## src/hdl/gcl_pkg.sv

```systemverilog
package gcl_pkg;

    localparam int DATA_WIDTH = 32;
    localparam int SHIFT_W    = $clog2(DATA_WIDTH);
    localparam int PROD_W     = 2 * DATA_WIDTH;
    localparam int GCD_W      = 32;
    localparam int LCM_W      = 62;

    typedef logic [DATA_WIDTH-1:0]    data_t;
    typedef logic [SHIFT_W-1:0]       shift_t;
    typedef logic [PROD_W-1:0]        prod_t;
    typedef logic signed [GCD_W-1:0]  gcd_t;
    typedef logic [LCM_W-1:0]         lcm_t;
    typedef logic [1:0]               status_t;

    localparam status_t STATUS_NONE     = 2'd0;
    localparam status_t STATUS_GCD_ONLY = 2'd1;
    localparam status_t STATUS_BOTH     = 2'd2;

    function automatic data_t magnitude(data_t v);
        data_t m;
        m = v;
        if (v[DATA_WIDTH-1])
        begin
            m = data_t'(~v) + data_t'(1);
        end
        return m;
    endfunction

endpackage

```

## src/hdl/gcl_gcd_core.sv

```systemverilog
module gcl_gcd_core (
    input  logic           clk,
    input  logic           rst_n,
    input  logic           start,
    input  gcl_pkg::data_t x_in,
    input  gcl_pkg::data_t y_in,
    output logic           done,
    output gcl_pkg::data_t gcd
);

    localparam logic [1:0] G_IDLE  = 2'd0;
    localparam logic [1:0] G_TWOS  = 2'd1;
    localparam logic [1:0] G_XEVEN = 2'd2;
    localparam logic [1:0] G_LOOP  = 2'd3;

    logic [1:0]      state_reg, state_next;
    gcl_pkg::data_t  x_reg, x_next;
    gcl_pkg::data_t  y_reg, y_next;
    gcl_pkg::shift_t k_reg, k_next;
    gcl_pkg::data_t  gcd_reg, gcd_next;
    logic            done_reg, done_next;
    logic            x_gt_y;

    assign x_gt_y = (x_reg > y_reg);

    always_comb
    begin
        state_next = state_reg;
        x_next     = x_reg;
        y_next     = y_reg;
        k_next     = k_reg;
        gcd_next   = gcd_reg;
        done_next  = 1'b0;
        case (state_reg)
            G_IDLE:
            begin
                if (start)
                begin
                    x_next     = x_in;
                    y_next     = y_in;
                    k_next     = '0;
                    state_next = G_TWOS;
                end
            end
            G_TWOS:
            begin
                if (!x_reg[0] && !y_reg[0])
                begin
                    x_next = x_reg >> 1;
                    y_next = y_reg >> 1;
                    k_next = k_reg + gcl_pkg::shift_t'(1);
                end
                else
                begin
                    state_next = G_XEVEN;
                end
            end
            G_XEVEN:
            begin
                if (!x_reg[0])
                begin
                    x_next = x_reg >> 1;
                end
                else
                begin
                    state_next = G_LOOP;
                end
            end
            G_LOOP:
            begin
                if (y_reg == '0)
                begin
                    gcd_next   = x_reg << k_reg;
                    done_next  = 1'b1;
                    state_next = G_IDLE;
                end
                else if (!y_reg[0])
                begin
                    y_next = y_reg >> 1;
                end
                else if (x_gt_y)
                begin
                    x_next = y_reg;
                    y_next = x_reg - y_reg;
                end
                else
                begin
                    y_next = y_reg - x_reg;
                end
            end
            default:
            begin
                state_next = G_IDLE;
            end
        endcase
    end

    always_ff @(posedge clk or negedge rst_n)
    begin
        if (!rst_n)
        begin
            state_reg <= G_IDLE;
            done_reg  <= 1'b0;
        end
        else
        begin
            state_reg <= state_next;
            done_reg  <= done_next;
        end
    end

    always_ff @(posedge clk)
    begin
        x_reg   <= x_next;
        y_reg   <= y_next;
        k_reg   <= k_next;
        gcd_reg <= gcd_next;
    end

    assign done = done_reg;
    assign gcd  = gcd_reg;

endmodule

```

## src/hdl/gcl_divider.sv

```systemverilog
module gcl_divider (
    input  logic           clk,
    input  logic           rst_n,
    input  logic           start,
    input  gcl_pkg::data_t dividend,
    input  gcl_pkg::data_t divisor,
    output logic           done,
    output gcl_pkg::data_t quotient
);

    localparam int DW = gcl_pkg::DATA_WIDTH;

    logic                  run_reg, run_next;
    logic                  done_reg, done_next;
    gcl_pkg::shift_t       cnt_reg, cnt_next;
    gcl_pkg::data_t        rem_reg, rem_next;
    gcl_pkg::data_t        quo_reg, quo_next;
    gcl_pkg::data_t        div_reg, div_next;
    logic [DW:0]           shifted;
    logic [DW+1:0]         trial;
    logic                  borrow;

    assign shifted = {rem_reg, quo_reg[DW-1]};
    assign trial   = {1'b0, shifted} - {2'b00, div_reg};
    assign borrow  = trial[DW+1];

    always_comb
    begin
        run_next  = run_reg;
        done_next = 1'b0;
        cnt_next  = cnt_reg;
        rem_next  = rem_reg;
        quo_next  = quo_reg;
        div_next  = div_reg;
        if (!run_reg)
        begin
            if (start)
            begin
                run_next = 1'b1;
                cnt_next = gcl_pkg::shift_t'(DW - 1);
                rem_next = '0;
                quo_next = dividend;
                div_next = divisor;
            end
        end
        else
        begin
            rem_next = borrow ? shifted[DW-1:0] : trial[DW-1:0];
            quo_next = {quo_reg[DW-2:0], !borrow};
            cnt_next = cnt_reg - gcl_pkg::shift_t'(1);
            if (cnt_reg == '0)
            begin
                run_next  = 1'b0;
                done_next = 1'b1;
            end
        end
    end

    always_ff @(posedge clk or negedge rst_n)
    begin
        if (!rst_n)
        begin
            run_reg  <= 1'b0;
            done_reg <= 1'b0;
        end
        else
        begin
            run_reg  <= run_next;
            done_reg <= done_next;
        end
    end

    always_ff @(posedge clk)
    begin
        cnt_reg <= cnt_next;
        rem_reg <= rem_next;
        quo_reg <= quo_next;
        div_reg <= div_next;
    end

    assign done     = done_reg;
    assign quotient = quo_reg;

endmodule

```

## src/hdl/gcd_lcm_unit.sv

```systemverilog
// GCD and LCM of two signed operands. A request is taken when start is high
// and busy is low. Its result shows on status, gcd_value and lcm_value for
// exactly one cycle with done high, and the receiver cannot stall it. If
// either operand is zero, the result follows in the cycle after the request.
// Otherwise the binary GCD core runs first. It does one shift or one subtract
// per cycle, apart from its state changes. Every subtract but the last is
// followed by a shift. A restoring divider then computes |a|/gcd, and the
// product of that quotient with |b| is registered as the LCM. A new request
// can be taken in the cycle that done is high.
module gcd_lcm_unit (
    input  logic              clk,
    input  logic              rst_n,
    input  logic              start,
    output logic              busy,
    input  logic signed [31:0] first_value,
    input  logic signed [31:0] second_value,
    output logic              done,
    output logic [1:0]        status,
    output logic signed [31:0] gcd_value,
    output logic [61:0]       lcm_value
);

    localparam int DW = gcl_pkg::DATA_WIDTH;

    localparam logic [1:0] S_IDLE = 2'd0;
    localparam logic [1:0] S_GCD  = 2'd1;
    localparam logic [1:0] S_DIV  = 2'd2;
    localparam logic [1:0] S_MUL  = 2'd3;

    logic [1:0]        state_reg, state_next;
    gcl_pkg::data_t    ma_reg, ma_next;
    gcl_pkg::data_t    mb_reg, mb_next;
    gcl_pkg::data_t    g_reg, g_next;
    logic              done_reg, done_next;
    gcl_pkg::status_t  status_reg, status_next;
    gcl_pkg::gcd_t     gcd_reg, gcd_next;
    gcl_pkg::lcm_t     lcm_reg, lcm_next;

    gcl_pkg::data_t    a, b, ma, mb;
    logic              accept;
    logic              gcd_start, gcd_done;
    gcl_pkg::data_t    gcd_res;
    logic              div_start, div_done;
    gcl_pkg::data_t    quo;
    gcl_pkg::prod_t    product;

    assign a      = first_value[DW-1:0];
    assign b      = second_value[DW-1:0];
    assign ma     = gcl_pkg::magnitude(a);
    assign mb     = gcl_pkg::magnitude(b);
    assign busy   = (state_reg != S_IDLE);
    assign accept = start && !busy;

    assign gcd_start = accept && (a != '0) && (b != '0);
    assign div_start = (state_reg == S_GCD) && gcd_done;
    assign product   = gcl_pkg::prod_t'(quo) * gcl_pkg::prod_t'(mb_reg);

    gcl_gcd_core u_gcd (
        .clk   (clk),
        .rst_n (rst_n),
        .start (gcd_start),
        .x_in  (ma),
        .y_in  (mb),
        .done  (gcd_done),
        .gcd   (gcd_res)
    );

    gcl_divider u_div (
        .clk      (clk),
        .rst_n    (rst_n),
        .start    (div_start),
        .dividend (ma_reg),
        .divisor  (gcd_res),
        .done     (div_done),
        .quotient (quo)
    );

    always_comb
    begin
        state_next  = state_reg;
        ma_next     = ma_reg;
        mb_next     = mb_reg;
        g_next      = g_reg;
        done_next   = 1'b0;
        status_next = status_reg;
        gcd_next    = gcd_reg;
        lcm_next    = lcm_reg;
        case (state_reg)
            S_IDLE:
            begin
                if (accept)
                begin
                    if (a == '0 && b == '0)
                    begin
                        done_next   = 1'b1;
                        status_next = gcl_pkg::STATUS_NONE;
                        gcd_next    = '0;
                        lcm_next    = '0;
                    end
                    else if (a == '0 || b == '0)
                    begin
                        done_next   = 1'b1;
                        status_next = gcl_pkg::STATUS_GCD_ONLY;
                        gcd_next    = gcl_pkg::gcd_t'($signed((a == '0) ? b : a));
                        lcm_next    = '0;
                    end
                    else
                    begin
                        ma_next    = ma;
                        mb_next    = mb;
                        state_next = S_GCD;
                    end
                end
            end
            S_GCD:
            begin
                if (gcd_done)
                begin
                    g_next     = gcd_res;
                    state_next = S_DIV;
                end
            end
            S_DIV:
            begin
                if (div_done)
                begin
                    state_next = S_MUL;
                end
            end
            S_MUL:
            begin
                done_next   = 1'b1;
                status_next = gcl_pkg::STATUS_BOTH;
                gcd_next    = gcl_pkg::gcd_t'(g_reg);
                lcm_next    = gcl_pkg::lcm_t'(product);
                state_next  = S_IDLE;
            end
            default:
            begin
                state_next = S_IDLE;
            end
        endcase
    end

    always_ff @(posedge clk or negedge rst_n)
    begin
        if (!rst_n)
        begin
            state_reg <= S_IDLE;
            done_reg  <= 1'b0;
        end
        else
        begin
            state_reg <= state_next;
            done_reg  <= done_next;
        end
    end

    always_ff @(posedge clk)
    begin
        ma_reg     <= ma_next;
        mb_reg     <= mb_next;
        g_reg      <= g_next;
        status_reg <= status_next;
        gcd_reg    <= gcd_next;
        lcm_reg    <= lcm_next;
    end

    assign done      = done_reg;
    assign status    = status_reg;
    assign gcd_value = gcd_reg;
    assign lcm_value = lcm_reg;

endmodule

```

## config.mk

```make
export PLATFORM = sky130hd
export DESIGN_NAME = gcd_lcm_unit
export DESIGN_NICKNAME = d
export VERILOG_FILES = /design/src/hdl/gcl_pkg.sv /design/src/hdl/gcl_gcd_core.sv /design/src/hdl/gcl_divider.sv /design/src/hdl/gcd_lcm_unit.sv
export SDC_FILE = /design/constraint.sdc
export NUM_CORES = 2
export LEC_CHECK = 0
export BUFFER_PORTS_ARGS = -buffer_cell sky130_fd_sc_hd__buf_2
export CAP_MARGIN = 20
export CORE_MARGIN = 2
export CORE_UTILIZATION = 60
export CTS_BUF_LIST = sky130_fd_sc_hd__clkbuf_4 sky130_fd_sc_hd__clkbuf_8
export DETAILED_ROUTE_END_ITERATION = 16
export GPL_TIMING_DRIVEN = 0
export PLACE_DENSITY_LB_ADDON = 0.2
export SYNTH_ARGS = -nofsm -noshare
export SYNTH_HDL_FRONTEND = slang
export SYNTH_SLANG_ARGS = --single-unit
```

## constraint.sdc

```tcl
create_clock -name clk -period 10.3 [get_ports clk]
set_input_delay 2.06 -clock clk [delete_from_list [all_inputs] [get_ports clk]]
set_output_delay 2.06 -clock clk [all_outputs]
set_load 0.01 [all_outputs]
```

---- Word-level counts from Yosys, hierarchy flattened ----
Cells that the tools add are included.
cells by class
  add/subtract/negate cells ............... 7
  multiply operators ...................... 1
  magnitude comparators ................... 1
  equality and inequality tests ........... 21
  shifts and indexed selects .............. 1
  multiplexer cells ....................... 60
  bitwise gates (word level) .............. 5
  reductions and logical operators ........ 35
operators by type and width
  cell                                           count
  two-way mux 32 bit                             22
  two-way mux 62 bit                             3
  one-hot mux 32 bit (4 select lines)            1
  one-hot mux 62 bit (2 select lines)            1
  logical NOT 32 bit                             3
  one-hot mux 32 bit (3 select lines)            1
  adder 32 x 1 -> 32 bit, second input constant  2
  inverter 32 bit                                2
  one-hot mux 32 bit (2 select lines)            1
  nonzero test 32 bit                            2
  subtractor 32 bit                              2
  multiplier 32 x 32 -> 62 bit                   1
  subtractor 33 x 32 -> 34 bit                   1
  > comparator 32 bit                            1
  left shift 32 x 5 -> 32 bit                    1
  two-way mux 2 bit                              12
  two-way mux 5 bit                              4
  one-hot mux 2 bit (4 select lines)             2
  != test 2 x 1 -> 1 bit, second input constant  7
  != test 2 bit, second input constant           7
  AND reduction 4 bit                            3
  two-way mux 1 bit                              10
  one-hot mux 5 bit (2 select lines)             1
  AND reduction 5 bit                            2
  other kinds (18)                               39
word-level totals
  flip-flop bits (word level) ............. 402
  input port bits ......................... 67
  output and inout bits ................... 98
  word-level logic and storage cells ...... 152

---- Longest topological paths before layout ----
  depth after elaboration ................. 7
  depth in mapped cells ................... 30
  gate-level depth less buffers ........... 29

---- Modules after synthesis ----
A second synthesis with hierarchy kept.
unflattened totals
  cell total of the unflattened synthesis .. 5,886
  area, all modules ....................... 56,538.0 um2
modules (own cells, without submodules)
  module        times used  cells each  area an instance (um2)  seq. area each (um2)
  gcd_lcm_unit  1           4,273       41,169.5                5,840.6
  gcl_gcd_core  1           1,078       9,444.1                 3,108.0
  gcl_divider   1           535         5,924.4                 3,083.0

---- Worst setup path after synthesis ----
OpenSTA, ideal clock, no wires.
  path type ............................... input port to flip-flop
  start ................................... input second_value[8]
  end ..................................... register gcd_reg[0] (netlist: gcd_value[0]), enable pin
  library setup time ...................... 0.584 ns
  data arrival time ....................... 9.200 ns
  data required time ...................... 9.716 ns
  slack ................................... 0.516 ns
  stages .................................. 8
  buffers on the path ..................... 0
  cell sequence ........................... or4_4 -> or4_4 -> or3_4 -> or3_1 -> or4_4 -> nor4_4 -> nor2_1 -> o22ai_1
between the ends
  cells in the longest elaborated chain, start to end .. 4
  elaborated cells between the ends (all ways) .. 5
  classes of those cells .................. 1 x eq/ne; 4 x reduce/logical
ends and longest elaborated chain
  what                                                   RTL line                                 source
  start: declaration                                     gcd_lcm_unit.sv:16                       input logic signed [31:0] second_value,
  logical NOT 32 bit *                                   gcd_lcm_unit.sv:93, gcd_lcm_unit.sv:100
  logical AND 1 bit or logical OR 1 bit (tied branches)  gcd_lcm_unit.sv:93, gcd_lcm_unit.sv:100
  != test 3 bit (no line) *                              -
  AND reduction 3 bit (no line) *                        -
  end signal: assignment                                 gcd_lcm_unit.sv:165                      gcd_reg <= gcd_next;
  end: declaration                                       gcd_lcm_unit.sv:36                       gcl_pkg::gcd_t gcd_reg, gcd_next;
Mark *: on every way between the ends. The rest lies on a longest branch, timed or not.
A chain may end at the register's enable or synchronous reset.

---- Final worst setup path ----
  start ................................... register u_div.quo_reg[23] (netlist: u_div.quotient[23])
  end ..................................... register lcm_reg[59] (netlist: lcm_value[59]), data pin
between the ends
  cells in the longest elaborated chain, start to end .. 2
ends and longest elaborated chain
  what                                 RTL line             source
  start: declaration                   gcl_divider.sv:17    gcl_pkg::data_t quo_reg, quo_next;
  start signal: assignment             gcl_divider.sv:77    quo_reg <= quo_next;
  multiplier 32 x 32 -> 62 bit         gcd_lcm_unit.sv:56   assign product = gcl_pkg::prod_t'(quo) * gcl_pkg::prod_t'(mb_reg);
  one-hot mux 62 bit (2 select lines)  gcd_lcm_unit.sv:88   case (state_reg)
  end signal: assignment               gcd_lcm_unit.sv:166  lcm_reg <= lcm_next;
  end: declaration                     gcd_lcm_unit.sv:37   gcl_pkg::lcm_t lcm_reg, lcm_next;
No other way between the ends.

==> results.json <==
{
  "status": "complete, but fails checks",
  "failed_checks": "design-rule violations",
  "numCtsBuffers": 72,
  "skew_ns": 0.0738,
  "pin_count": 165,
  "synth_seq_cells": 402,
  "final_cell_mix": "inv_1, fa_1, nand2_1",
  "drtIter0Drc": 5711,
  "drt-wirelength-per-cell_um": 28.3,
  "clkSlewWorstSetupHoldPaths_ns": 0.06,
  "grt_pass1_wl_um": 301000,
  "ys_seq_area_frac": 0.215,
  "drive_above_1_share": 0.0723,
  "gp_congestion": 1.10,
  "tightest_slew_ns": 1.18,
  "cp.arrival_ns": 10.48,
  "min_path_type": "flip-flop to flip-flop",
  "portBuffers": 162,
  "synth-edff-count": 394,
  "final_hold_viol_count": 0,
  "setup_viol": 0,
  "cp-end-kind": "flip-flop",
  "track_usage": 0.444,
  "dr.pass1.iters": 14,
  "grt_antenna_before_repair": 21,
  "fin_crit_ns": 10.05,
  "pre_cts_slack_ns": 0.0220,
  "clock_latency_ns": 0.76,
  "finalCritPeriodShare": 0.976,
  "hold_buffers": 0,
  "fmax_ghz": 0.0995,
  "root_buffer": "clkbuf_8",
  "grt_max_degree": 70,
  "ys.flop_type": "edfxtp_1",
  "rows": 111,
  "cts_tree": "built",
  "synth_area_um2": 55900,
  "synth_area_per_cell_um2": 9.59,
  "design_area_um2": 60300,
  "largest_reg_flops": 62,
  "synth_nets": 7152,
  "crit_type": "flip-flop to flip-flop",
  "async_flop_share": 0.0199,
  "cts_max_level": 3,
  "die-height_um": 309,
  "relSlewSlack": 0.211,
  "yosysUniqueCellTypes": 79,
  "finalWirelength_um": 209000,
  "drc": 1,
  "place_area_um2": 58700,
  "area_delta_synth_final_pct": 7.83,
  "setup_ws_ns": 0.245,
  "nets": 7407,
  "maxCapViolCount": 0,
  "syn_inst": 5831,
  "start_util": 0.608,
  "grt_overflow": 0,
  "critPathMaxFanout": 10,
  "synth_warnings": 0,
  "start_kind": "flip-flop",
  "num_vias": 45227,
  "ant_nets": 0,
  "cts.sinks": 402,
  "hpwl_um": 172000,
  "via_per_inst": 6.12,
  "maxSlewViolCount": 0,
  "layout_commonest_cell": "inv_1",
  "die_w_um": 309,
  "design.die.area_um2": 95700,
  "filler_cell_count": 7757,
  "worstPathRequired_ns": 10.72,
  "core_um2": 92100,
  "grt_pass1_vias": 45620,
  "cts_buffer_depth": 3
}
## synth_stat cells, types with 17 or more instances
| library cell | n | area (µm²) |
|---|---|---|
| inv_1 | 1023 | 3840 |
| fa_1 | 898 | 18000 |
| nand2_1 | 702 | 2640 |
| and2_1 | 600 | 3750 |
| edfxtp_1 | 394 | 11800 |
| ha_1 | 356 | 4450 |
| clkbuf_1 | 322 | 1210 |
| nor2_1 | 235 | 882 |
| a21oi_1 | 213 | 1070 |
| o21ai_0 | 186 | 931 |
| xnor2_1 | 136 | 1190 |
| a21o_1 | 63 | 473 |
| mux2i_1 | 44 | 440 |
| xor2_1 | 44 | 385 |
| mux2_2 | 39 | 439 |
| nand4_1 | 37 | 231 |
| o21bai_1 | 37 | 278 |
| o31ai_1 | 36 | 270 |
| nor3_1 | 34 | 170 |
| a221oi_1 | 33 | 289 |
| a22oi_1 | 32 | 240 |
| a21boi_0 | 31 | 233 |
| nand3_1 | 31 | 155 |
| a211oi_1 | 23 | 173 |
| nand2b_1 | 23 | 144 |
| nor4_1 | 19 | 119 |
| nor2b_1 | 18 | 113 |
| or3_1 | 17 | 106 |
## repair_timing
action / in CTS / in global routing
setup buffers: 0 / 0
pin swaps: 0 / 0
endpoints found under the setup margin: 2 / 7
resized for setup: 2 / 137
## critical path, cell delays in order (launching register included)
cell and delay [ns]:
edfxtp_1 0.52, clkbuf_1 0.77, nand2_1 0.16, fa_1 0.53, fa_1 0.49, fa_1 0.57, fa_1 0.52, inv_1 0.05
fa_1 0.57, fa_1 0.45, fa_1 0.51, inv_1 0.05, fa_1 0.48, inv_1 0.04, ha_1 0.50, and4_1 0.27
nand2_1 0.24, or4_1 0.69, a2111oi_1 0.44, a211oi_2 0.09, buf_6 0.21, o41ai_1 0.44, buf_2 0.27, o41ai_1 0.11
nand3b_1 0.21, o21ai_0 0.27, xnor2_1 0.17, nor2_1 0.08
## area by class of cell
cell class	instances	area (µm²)	share of cell area
diodes	6	15.0	0.000249
plain buffers	335	1330	0.0220
clock buffers	91	1130	0.0188
clock inverters	36	399	0.00662
inverters	1025	3850	0.0638
multi-input cells	4068	38900	0.645
flip-flops and latches	402	12000	0.199
well taps	1243	1560	0.0258
repair buffers	182	1130	0.0187
## cell families after synthesis
group           Yosys count  share of synthesized area
simple gates           1765                      0.156
fa+ha+maj              1254                      0.401
flops                   402                      0.215
buf+inv                1361                     0.0914
compound gates          773                     0.0880
xor+xnor                180                     0.0282
mux                      96                     0.0208
## layer usage
metal	up-vias	routed length, µm	global-route usage
met5	-	86	0
met4	14	17600	0.291
met3	751	26400	0.128
met2	3114	89400	0.665
met1	22362	75900	0.566
li1	18986	-	-
## stage by stage
| stage | util | TNS (ns) | hold slack (ns) | cells |
|---|---|---|---|---|
| after floorplan | - | 0 | 0.421 | 5831 |
| after global placement | 0.633 | -373.30 | 0.429 | 7236 |
| after detailed placement | 0.637 | 0 | 0.433 | 7252 |
| after CTS | 0.654 | 0 | 0.437 | 7379 |
| after global routing | 0.655 | -0.00702 | 0.460 | 7384 |
| final | 0.655 | 0 | 0.439 | 7388 |
## final timing paths
kind | endpoint | slack, ns | startpoint | cells after the start
worst max register to register | lcm_value[59] | 0.25 | u_div.quotient[23] | 27
worst max-delay path | lcm_value[59] | 0.25 | u_div.quotient[23] | 27
worst min-delay path | u_div.div_reg[7] | 0.44 | u_gcd.gcd[7] | 0
min in group asynchronous | u_div.run_reg | 1.20 | rst_n | 1
worst min register to register | u_div.div_reg[7] | 0.44 | u_gcd.gcd[7] | 0
max in group asynchronous | u_gcd.state_reg[1] | 8.86 | rst_n | 1
Power is not shown: default switching activity piles up to over one toggle a cycle in this logic, so the estimate is an artifact.
